==> src/scct_pkg.sv <==
// Shared types and constants for the smartcard character transceiver.
// No dependencies; compile first.
package scct_pkg;

    // Character format
    localparam int DATA_BITS_N = 8;
    localparam int BYTE_W      = 8;
    localparam int BC_W        = 4;

    // Bit-count marks within one character frame
    localparam logic [BC_W-1:0] BC_TX_PAR  = BC_W'(DATA_BITS_N + 1);
    localparam logic [BC_W-1:0] BC_TX_ACK  = BC_W'(DATA_BITS_N + 4);
    localparam logic [BC_W-1:0] BC_RX_PAR  = BC_W'(DATA_BITS_N);
    localparam logic [BC_W-1:0] BC_RX_DONE = BC_W'(DATA_BITS_N + 3);
    localparam logic [BC_W-1:0] BC_FIRST   = BC_W'(1);

    typedef enum logic [1:0] {
        OP_TICK = 2'd0,
        OP_SEND = 2'd1,
        OP_ARM  = 2'd2,
        OP_EDGE = 2'd3
    } t_op;

    typedef enum logic [3:0] {
        PH_IDLE      = 4'd0,
        PH_TX_START  = 4'd1,
        PH_TX_DATA   = 4'd2,
        PH_TX_PARITY = 4'd3,
        PH_TX_STOP   = 4'd4,
        PH_TX_ERR    = 4'd5,
        PH_TX_FINAL  = 4'd6,
        PH_RX_WAIT   = 4'd7,
        PH_RX_DATA   = 4'd8,
        PH_RX_PARITY = 4'd9,
        PH_RX_STOP   = 4'd10,
        PH_RX_ERR    = 4'd11
    } t_phase;

    typedef struct packed {
        t_op               opcode;
        logic [BYTE_W-1:0] tx_byte;
        logic              line_level;
    } t_item;

    typedef struct packed {
        logic              line_drive;
        logic              tx_done;
        logic              rx_valid;
        logic [BYTE_W-1:0] rx_byte;
        logic              error_event;
        logic              busy_res;
    } t_result;

endpackage

==> src/scct_cmd_if.sv <==
// Command channel: valid/ready handshake carrying one event word.
// No dependencies.
interface scct_cmd_if;
    logic       valid;
    logic       ready;
    logic [1:0] opcode;
    logic [7:0] tx_byte;
    logic       line_level;

    modport source (output valid, output opcode, output tx_byte, output line_level,
                    input ready);
    modport sink   (input valid, input opcode, input tx_byte, input line_level,
                    output ready);
endinterface

==> src/scct_res_if.sv <==
// Result channel: valid/ready handshake carrying one result word.
// No dependencies.
interface scct_res_if;
    logic       valid;
    logic       ready;
    logic       line_drive;
    logic       tx_done;
    logic       rx_valid;
    logic [7:0] rx_byte;
    logic       error_event;
    logic       busy_res;

    modport source (output valid, output line_drive, output tx_done, output rx_valid,
                    output rx_byte, output error_event, output busy_res,
                    input ready);
    modport sink   (input valid, input line_drive, input tx_done, input rx_valid,
                    input rx_byte, input error_event, input busy_res,
                    output ready);
endinterface

==> src/scct_in_stage.sv <==
// Input register for command words.
// Depends on scct_pkg and scct_cmd_if.
module scct_in_stage (
    input  logic             i_clk,
    input  logic             i_rst_n,
    scct_cmd_if.sink         i_cmd,
    input  logic             i_can_load,   // result register free this cycle
    output logic             o_step,       // held word is processed this cycle
    output scct_pkg::t_item  o_item
);
    import scct_pkg::*;

    logic  r_valid;
    t_item r_item;

    assign o_step      = r_valid && i_can_load;
    assign i_cmd.ready = !r_valid || o_step;
    assign o_item      = r_item;

    always_ff @(posedge i_clk) begin
        if (!i_rst_n) begin
            r_valid <= 1'b0;
        end else if (i_cmd.ready) begin
            r_valid <= i_cmd.valid;
        end
    end

    always_ff @(posedge i_clk) begin
        if (i_cmd.valid && i_cmd.ready) begin
            r_item.opcode     <= t_op'(i_cmd.opcode);
            r_item.tx_byte    <= i_cmd.tx_byte;
            r_item.line_level <= i_cmd.line_level;
        end
    end
endmodule

==> src/scct_core.sv <==
// Character state machine and shift datapath; one event per step.
// Depends on scct_pkg.
module scct_core (
    input  logic               i_clk,
    input  logic               i_rst_n,
    input  logic               i_step,
    input  scct_pkg::t_item    i_item,
    output scct_pkg::t_result  o_result
);
    import scct_pkg::*;

    t_phase                 r_phase, n_phase;
    logic [BC_W-1:0]        r_bc, n_bc;
    logic [DATA_BITS_N-1:0] r_shift, n_shift;
    logic [BYTE_W-1:0]      r_held, n_held;
    logic                   r_par, n_par;
    logic                   r_spar, n_spar;
    logic                   r_drive, n_drive;

    t_phase          ph_cur;
    logic [BC_W-1:0] bc_inc;
    logic            lvl;
    logic            do_send, do_arm, do_edge, is_tick;
    logic            par_ok;

    // Out-of-range codes behave as idle
    assign ph_cur  = (r_phase > PH_RX_ERR) ? PH_IDLE : r_phase;
    assign bc_inc  = r_bc + BC_FIRST;
    assign lvl     = i_item.line_level;
    assign do_send = (i_item.opcode == OP_SEND) && (ph_cur == PH_IDLE);
    assign do_arm  = (i_item.opcode == OP_ARM)  && (ph_cur == PH_IDLE);
    assign do_edge = (i_item.opcode == OP_EDGE) && (ph_cur == PH_RX_WAIT) && !lvl;
    assign is_tick = (i_item.opcode == OP_TICK);
    assign par_ok  = (r_spar == r_par);

    // Next phase
    always_comb begin
        n_phase = ph_cur;
        if (do_send) begin
            n_phase = PH_TX_DATA;
        end else if (do_arm) begin
            n_phase = PH_RX_WAIT;
        end else if (do_edge) begin
            n_phase = PH_RX_DATA;
        end else if (is_tick) begin
            unique case (ph_cur)
                PH_TX_START:  n_phase = PH_TX_DATA;
                PH_TX_DATA:   n_phase = (bc_inc == BC_TX_PAR) ? PH_TX_PARITY : PH_TX_DATA;
                PH_TX_PARITY: n_phase = PH_TX_STOP;
                PH_TX_STOP: begin
                    if (bc_inc == BC_TX_ACK) begin
                        n_phase = lvl ? PH_TX_FINAL : PH_TX_ERR;
                    end
                end
                PH_TX_ERR:    n_phase = PH_TX_START;
                PH_TX_FINAL:  n_phase = PH_IDLE;
                PH_RX_DATA:   n_phase = (bc_inc == BC_RX_PAR) ? PH_RX_PARITY : PH_RX_DATA;
                PH_RX_PARITY: n_phase = PH_RX_STOP;
                PH_RX_STOP: begin
                    if (!par_ok) begin
                        n_phase = PH_RX_ERR;
                    end else if (bc_inc == BC_RX_DONE) begin
                        n_phase = PH_IDLE;
                    end
                end
                PH_RX_ERR:    n_phase = PH_RX_WAIT;
                default:      n_phase = ph_cur;
            endcase
        end
    end

    // Datapath and result word
    always_comb begin
        n_bc     = r_bc;
        n_shift  = r_shift;
        n_held   = r_held;
        n_par    = r_par;
        n_spar   = r_spar;
        n_drive  = r_drive;
        o_result = '0;
        if (do_send) begin
            n_held  = i_item.tx_byte;
            n_drive = 1'b0;
            n_shift = i_item.tx_byte[DATA_BITS_N-1:0];
            n_par   = 1'b0;
            n_bc    = BC_FIRST;
        end else if (do_arm || do_edge) begin
            n_bc    = '0;
            n_shift = '0;
            n_par   = 1'b0;
        end else if (is_tick) begin
            unique case (ph_cur)
                PH_TX_START: begin
                    n_drive = 1'b0;
                    n_shift = r_held[DATA_BITS_N-1:0];
                    n_par   = 1'b0;
                    n_bc    = BC_FIRST;
                end
                PH_TX_DATA: begin
                    n_drive = r_shift[0];
                    n_par   = r_par ^ r_shift[0];
                    n_shift = r_shift >> 1;
                    n_bc    = bc_inc;
                end
                PH_TX_PARITY: begin
                    n_drive = r_par;
                    n_bc    = bc_inc;
                end
                PH_TX_STOP: begin
                    n_drive = 1'b1;
                    n_bc    = bc_inc;
                    // card NAK: line held low at the acknowledge sample
                    o_result.error_event = (bc_inc == BC_TX_ACK) && !lvl;
                end
                PH_TX_ERR: begin
                    n_drive = 1'b1;
                    n_bc    = '0;
                    n_par   = 1'b0;
                end
                PH_TX_FINAL: begin
                    n_drive          = 1'b1;
                    o_result.tx_done = 1'b1;
                end
                PH_RX_DATA: begin
                    n_par = r_par ^ lvl;
                    for (int i = 0; i < DATA_BITS_N; i++) begin
                        n_shift[i] = r_shift[i] | (lvl && (r_bc == BC_W'(i)));
                    end
                    n_bc = bc_inc;
                end
                PH_RX_PARITY: begin
                    n_spar = lvl;
                    n_bc   = bc_inc;
                end
                PH_RX_STOP: begin
                    if (par_ok) begin
                        n_bc = bc_inc;
                        if (bc_inc == BC_RX_DONE) begin
                            o_result.rx_valid = 1'b1;
                            o_result.rx_byte  = BYTE_W'(r_shift);
                        end
                    end else begin
                        n_drive              = 1'b0;
                        o_result.error_event = 1'b1;
                    end
                end
                PH_RX_ERR: begin
                    n_drive = 1'b1;
                    n_bc    = '0;
                    n_par   = 1'b0;
                    n_shift = '0;
                end
                default: ;
            endcase
        end
        o_result.line_drive = n_drive;
        o_result.busy_res   = (n_phase != PH_IDLE);
    end

    always_ff @(posedge i_clk) begin
        if (!i_rst_n) begin
            r_phase <= PH_IDLE;
            r_bc    <= '0;
            r_shift <= '0;
            r_held  <= '0;
            r_par   <= 1'b0;
            r_spar  <= 1'b0;
            r_drive <= 1'b1;
        end else if (i_step) begin
            r_phase <= n_phase;
            r_bc    <= n_bc;
            r_shift <= n_shift;
            r_held  <= n_held;
            r_par   <= n_par;
            r_spar  <= n_spar;
            r_drive <= n_drive;
        end
    end
endmodule

==> src/scct_out_stage.sv <==
// Result register driving the result channel.
// Depends on scct_pkg and scct_res_if.
module scct_out_stage (
    input  logic               i_clk,
    input  logic               i_rst_n,
    input  logic               i_load,
    input  scct_pkg::t_result  i_result,
    output logic               o_can_load,
    scct_res_if.source         o_res
);
    import scct_pkg::*;

    logic    r_valid;
    t_result r_result;

    assign o_can_load = !r_valid || o_res.ready;

    always_ff @(posedge i_clk) begin
        if (!i_rst_n) begin
            r_valid <= 1'b0;
        end else if (o_can_load) begin
            r_valid <= i_load;
        end
    end

    always_ff @(posedge i_clk) begin
        if (i_load) begin
            r_result <= i_result;
        end
    end

    assign o_res.valid       = r_valid;
    assign o_res.line_drive  = r_result.line_drive;
    assign o_res.tx_done     = r_result.tx_done;
    assign o_res.rx_valid    = r_result.rx_valid;
    assign o_res.rx_byte     = r_result.rx_byte;
    assign o_res.error_event = r_result.error_event;
    assign o_res.busy_res    = r_result.busy_res;
endmodule

==> src/smartcard_char_transceiver_unit.sv <==
// Smartcard character transceiver, top level: ISO 7816 T=0 style character layer
// for a half-duplex IO line. Each command word is one event: an ETU tick with the
// sampled line level, send byte, arm receive, or start edge seen. Every accepted
// word yields exactly one result word carrying the line drive level (0 pulls low,
// 1 releases), tx_done, rx_valid with rx_byte, error_event and busy_res. Transmit
// sends start, 8 data bits LSB first, even parity, then samples the card's
// acknowledge at the twelfth ETU and resends after a NAK. Receive checks parity
// and signals a NAK by pulling the line low for one ETU. Send and arm commands
// while busy, and start edges while not armed, are ignored. Throughput is one word
// per clock while results are taken; a result passes through the input register,
// the state update and the result register. While a finished result waits to be
// taken, the command side takes one more word into the input register and then
// holds ready low until the result drains.
// Depends on scct_pkg, scct_cmd_if, scct_res_if, scct_in_stage, scct_core,
// scct_out_stage.
module smartcard_char_transceiver_unit (
    input  logic        i_clk,
    input  logic        i_rst_n,
    scct_cmd_if.sink    i_cmd,
    scct_res_if.source  o_res
);
    import scct_pkg::*;

    logic    step;       // held command word goes through the core
    logic    can_load;   // result register empty or being drained
    t_item   item;
    t_result result;

    // Input register; advances only when the result register can take the result
    scct_in_stage u_in (
        .i_clk      (i_clk),
        .i_rst_n    (i_rst_n),
        .i_cmd      (i_cmd),
        .i_can_load (can_load),
        .o_step     (step),
        .o_item     (item)
    );

    // Character state and datapath, updated once per processed word
    scct_core u_core (
        .i_clk    (i_clk),
        .i_rst_n  (i_rst_n),
        .i_step   (step),
        .i_item   (item),
        .o_result (result)
    );

    // Result register on the output channel
    scct_out_stage u_out (
        .i_clk      (i_clk),
        .i_rst_n    (i_rst_n),
        .i_load     (step),
        .i_result   (result),
        .o_can_load (can_load),
        .o_res      (o_res)
    );

    // A word never reports transmit and receive completion together
    a_done_excl: assert property (@(posedge i_clk) disable iff (!i_rst_n)
        o_res.valid |-> !(o_res.tx_done && o_res.rx_valid))
        else $error("tx_done and rx_valid in one result word");

    // Completion of a received byte always returns the block to idle
    a_rx_idle: assert property (@(posedge i_clk) disable iff (!i_rst_n)
        (o_res.valid && o_res.rx_valid) |-> !o_res.busy_res)
        else $error("rx_valid while still busy");

    // Transmit acknowledge and error never coincide
    a_done_err: assert property (@(posedge i_clk) disable iff (!i_rst_n)
        o_res.valid |-> !(o_res.tx_done && o_res.error_event))
        else $error("tx_done together with error_event");

    // No result word appears without a command processed the cycle before
    a_no_invent: assert property (@(posedge i_clk) disable iff (!i_rst_n)
        ($rose(o_res.valid)) |-> $past(step))
        else $error("result word without a processed command");
endmodule
==> src/flat_wrapper.sv <==
// flat-port wrapper written by rule: the top's interface ports become plain ports
module smartcard_char_transceiver_unit_flat import scct_pkg::*;
  (i_clk, i_rst_n, i_cmd_valid, i_cmd_opcode, i_cmd_tx_byte, i_cmd_line_level, i_cmd_ready, o_res_valid, o_res_line_drive, o_res_tx_done, o_res_rx_valid, o_res_rx_byte, o_res_error_event, o_res_busy_res, o_res_ready);
  scct_cmd_if i_cmd_i ();
  scct_res_if o_res_i ();
  input  logic i_clk;
  input  logic i_rst_n;
  input wire logic [$bits(i_cmd_i.valid)-1:0] i_cmd_valid;
  input wire logic [$bits(i_cmd_i.opcode)-1:0] i_cmd_opcode;
  input wire logic [$bits(i_cmd_i.tx_byte)-1:0] i_cmd_tx_byte;
  input wire logic [$bits(i_cmd_i.line_level)-1:0] i_cmd_line_level;
  output wire logic [$bits(i_cmd_i.ready)-1:0] i_cmd_ready;
  output wire logic [$bits(o_res_i.valid)-1:0] o_res_valid;
  output wire logic [$bits(o_res_i.line_drive)-1:0] o_res_line_drive;
  output wire logic [$bits(o_res_i.tx_done)-1:0] o_res_tx_done;
  output wire logic [$bits(o_res_i.rx_valid)-1:0] o_res_rx_valid;
  output wire logic [$bits(o_res_i.rx_byte)-1:0] o_res_rx_byte;
  output wire logic [$bits(o_res_i.error_event)-1:0] o_res_error_event;
  output wire logic [$bits(o_res_i.busy_res)-1:0] o_res_busy_res;
  input wire logic [$bits(o_res_i.ready)-1:0] o_res_ready;
  assign i_cmd_i.valid = i_cmd_valid;
  assign i_cmd_i.opcode = i_cmd_opcode;
  assign i_cmd_i.tx_byte = i_cmd_tx_byte;
  assign i_cmd_i.line_level = i_cmd_line_level;
  assign i_cmd_ready = i_cmd_i.ready;
  assign o_res_valid = o_res_i.valid;
  assign o_res_line_drive = o_res_i.line_drive;
  assign o_res_tx_done = o_res_i.tx_done;
  assign o_res_rx_valid = o_res_i.rx_valid;
  assign o_res_rx_byte = o_res_i.rx_byte;
  assign o_res_error_event = o_res_i.error_event;
  assign o_res_busy_res = o_res_i.busy_res;
  assign o_res_i.ready = o_res_ready;
  smartcard_char_transceiver_unit u_core (.i_clk(i_clk), .i_rst_n(i_rst_n), .i_cmd(i_cmd_i), .o_res(o_res_i));
endmodule
==> config.mk <==
export PLATFORM = sky130hd
export DESIGN_NAME = smartcard_char_transceiver_unit_flat
export DESIGN_NICKNAME = d
export VERILOG_FILES = /design/src/scct_pkg.sv /design/src/scct_cmd_if.sv /design/src/scct_res_if.sv /design/src/scct_in_stage.sv /design/src/scct_core.sv /design/src/scct_out_stage.sv /design/src/smartcard_char_transceiver_unit.sv /design/src/flat_wrapper.sv
export SDC_FILE = /design/constraint.sdc
export NUM_CORES = 1
export LEC_CHECK = 0
export BUFFER_PORTS_ARGS = -buffer_cell sky130_fd_sc_hd__buf_2
export CORE_MARGIN = 3
export CORE_UTILIZATION = 60
export CTS_CLUSTER_DIAMETER = 30
export CTS_CLUSTER_SIZE = 8
export DETAILED_ROUTE_END_ITERATION = 16
export GPL_TIMING_DRIVEN = 0
export HOLD_SLACK_MARGIN = 0.03
export PLACE_DENSITY = 0.81
export SLEW_MARGIN = 20
export SYNTH_ARGS = -nofsm -noshare
export SYNTH_HDL_FRONTEND = slang
export SYNTH_HIERARCHICAL = 1
export SYNTH_SLANG_ARGS = --single-unit
==> constraint.sdc <==
create_clock -name i_clk -period 5.5 [get_ports i_clk]
set_input_delay 0.55 -clock i_clk [delete_from_list [all_inputs] [get_ports i_clk]]
set_output_delay 0.55 -clock i_clk [all_outputs]
set_load 0.03 [all_outputs]
==> results.ini <==
[detailed_routing]
viasPerCell=6.35
route.vias.total=2730
drt-pass1-iter-count=6
first_iter_violations=358
drcViolationCount=0
drtAntennaViolNets=0
wl_per_cell_um=17.0
wirelength_um=7300

[timing]
hold_violations=0
rsz0062_at_grt=false
setup_viol=0
worst_slack_ns=2.54
worst-slew-pin-transition_ns=0.564
hold_ws_ns=0.408
max_freq_ghz=0.338
maxSlewViolCount=0
fin_worst_skew_ns=0.0105
min_period_over_period=0.537
finalCriticalPeriod_ns=2.96
finalSetupTns_ns=0
slew_headroom=0.624

[yosys]
syn_nets=351
synth_top_family_by_area=compound AO/OA/AOI/OAI gates
ys_warn_count=6
synthCells=328
synth_area_sq_um=2970
synth_edf_count=24
synth_adder_area_share=0.0337
avgSynthCellArea_sq_um=9.05
synth-xor-area-share=0.00590
ys_ff_latch=53
yosys.area_share.simple=0.225
synth_compound_area_frac=0.243
synth_cell_types=64
synthFlopType=dfxtp_1
muxShareOfSynthArea=0.00675
ys_async_sr_fraction=0
ys_seq_area_frac=0.438

[global_route]
grt_max_degree=20
gr-total-overflow=0
grtUsageTotal=0.253
grt_pass1_vias=2431
grt_pass1_wl_um=12000
antenna_found_initial=0

[die]
start_util=0.650
die_y_um=76.3
num_rows=24
dieWidth_um=76.3
io_pins=30
design.die.area_sq_um=5830
core_sq_um=4560

[setup_path]
worstSetupPathType=flop to flop
r2r_end=u_core/u_out/o_res.busy_res$_DFFE_PP_
start_kind=flop
rrSetupSlack_ns=2.54
worstReg2RegStart=u_core/u_core/r_phase[2]$_SDFFE_PN0P_
crit_path_start=u_core/u_core/r_phase[2]$_SDFFE_PN0P_
cp_max_fo=10
crit_end=u_core/u_out/o_res.busy_res$_DFFE_PP_
crit_path_end_kind=flop
critPathRequiredTime_ns=5.54
r2r_cells=10
arrival_ns=3.00

[clocking]
cts_resized=0
postCtsSetupRepairBufs=0
insertion_delay_ns=0.31
cts.sinks=53
cts.clk_slew.worst_paths_ns=0.11
ctsHtreeMaxLevel=2
cts_root_buf=clkbuf_8
cts_made_buffers=5
holdBufCountCts=0
clockBufferDepth=2
cts_tree=done

[outcome]
status=finished, final reports clean

[placed_design]
numPortBuffers=29
pre_cts_slack_ns=2.65
place_congestion=0.931
hpwlAfterDp_um=5280
place_area_sq_um=3190

[pwr]
vdd_drop_max_mv=0.235
power.leakage_uw=0.00122
power.density_nw_per_um2=247

[cells_and_area]
multi_input_area_sq_um=1530
drive_gt1_frac=0.186
areaGrowthSynthToFinish_pct=10.8
final_util=0.721
antennaDiodeCount=0
nFillCells=373
num-nets-final=387
design_area_sq_um=3290
seqCellArea_sq_um=1300

[worst_hold_path]
hold_depth=1
hp-class=input pin to flop

[job]
cap_viol_max_count=0

[critical path: stages, from the launching register on]
cell and delay (ns):
dfxtp_1 0.37, inv_1 0.08, ha_1 0.28, clkbuf_1 0.30, buf_2 0.29, a21oi_1 0.10, a31oi_1 0.44, o21ai_1 0.23
a22o_1 0.24, a21oi_1 0.19, nand4b_1 0.17
[area by class of cell]
type,instances,share of cell area
tap,65,0.0247
sequential,53,0.396
clock inverter,3,0.00799
multi-input combinational,244,0.464
buffer,19,0.0293
clock buffer,5,0.0209
timing repair buffer,29,0.0441
inverter,12,0.0137
[worst min-delay path by stage]
stage,startpoint,endpoint,slack [ns]
floorplan,u_core/u_core/r_held[0]$_SDFFE_PN0P_,u_core/u_core/r_held[0]$_SDFFE_PN0P_,0.44
global placement,u_core/u_core/r_held[1]$_SDFFE_PN0P_,u_core/u_core/r_held[1]$_SDFFE_PN0P_,0.44
detailed placement,u_core/u_core/r_held[6]$_SDFFE_PN0P_,u_core/u_core/r_held[6]$_SDFFE_PN0P_,0.45
CTS,i_cmd_opcode[0],u_core/u_in/o_item[9]$_DFFE_PP_,0.40
global route,i_cmd_line_level,u_core/u_in/o_item[0]$_DFFE_PP_,0.39
finish,i_cmd_tx_byte[0],u_core/u_in/o_item[1]$_DFFE_PP_,0.41
[metrics by stage]
stage,power (uW),std cells
after floorplan,548,328
after global routing,848,430
after global placement,585,422
after detailed placement,587,422
after CTS,813,430
final,813,430
[where the power goes]
group          total (uW)  internal, uW  switching, uW
Combinational         137          47.6           89.0
Clock                 229          92.7            136
Sequential            447           431           16.4
[registers in the layout (all words and copies together) (netlist names)]
register,count
u_core/u_core/r_bc,4
u_core/u_core/r_drive,1
u_core/u_core/r_held,8
u_core/u_core/r_par,1
u_core/u_core/r_phase,4
u_core/u_core/r_shift,8
u_core/u_core/r_spar,1
u_core/u_in/o_item,11
u_core/u_in/r_valid,1
u_core/u_out/o_res.busy_res,1
u_core/u_out/o_res.error_event,1
u_core/u_out/o_res.line_drive,1
u_core/u_out/o_res.rx_byte,8
u_core/u_out/o_res.rx_valid,1
u_core/u_out/o_res.tx_done,1
u_core/u_out/o_res.valid,1
[cells in the mapped netlist (4+ instances only)]
cell	number	area [sq um]
ha_1	8	100
nand2_1	25	93.8
dfxtp_1	29	581
a221oi_1	7	61.3
nand3_1	15	75.1
nor2_1	29	109
nor2b_1	5	31.3
a31oi_1	4	25.0
o21ai_0	19	95.1
edfxtp_1	24	721
buf_2	8	40.0
a21oi_1	50	250
and2_1	9	56.3
clkbuf_1	7	26.3
inv_1	12	45.0
nand4_1	4	25.0
[cells by family after synthesis]
kind of cell,Yosys count
mux,2
flops,53
fa+ha+maj,8
simple gates,120
xor+xnor,2
buf+inv,31
compound gates,112
[layer usage]
metal,track usage,part of all wire,up-vias
li1,-,-,1265
met1,0.377,0.43,1241
met2,0.368,0.43,203
met3,0.0579,0.12,21
met4,0.0634,0.020,0
met5,0,0,-
[cell usage in the layout (no fill, tap or decap), types with 4 or more instances in the layout]
cell type and count:
inv_1 12, ha_1 8, nand3_1 15, nand2_1 25, nor2b_1 5, edfxtp_1 24
a221oi_1 7, a31oi_1 4, nand4_1 4, a21oi_1 50, dfxtp_1 29, nor2_1 29
o21ai_0 19, buf_2 37, and2_1 9, clkbuf_8 5, clkbuf_1 7
No activity file was read; power rests on OpenSTA's default activity.
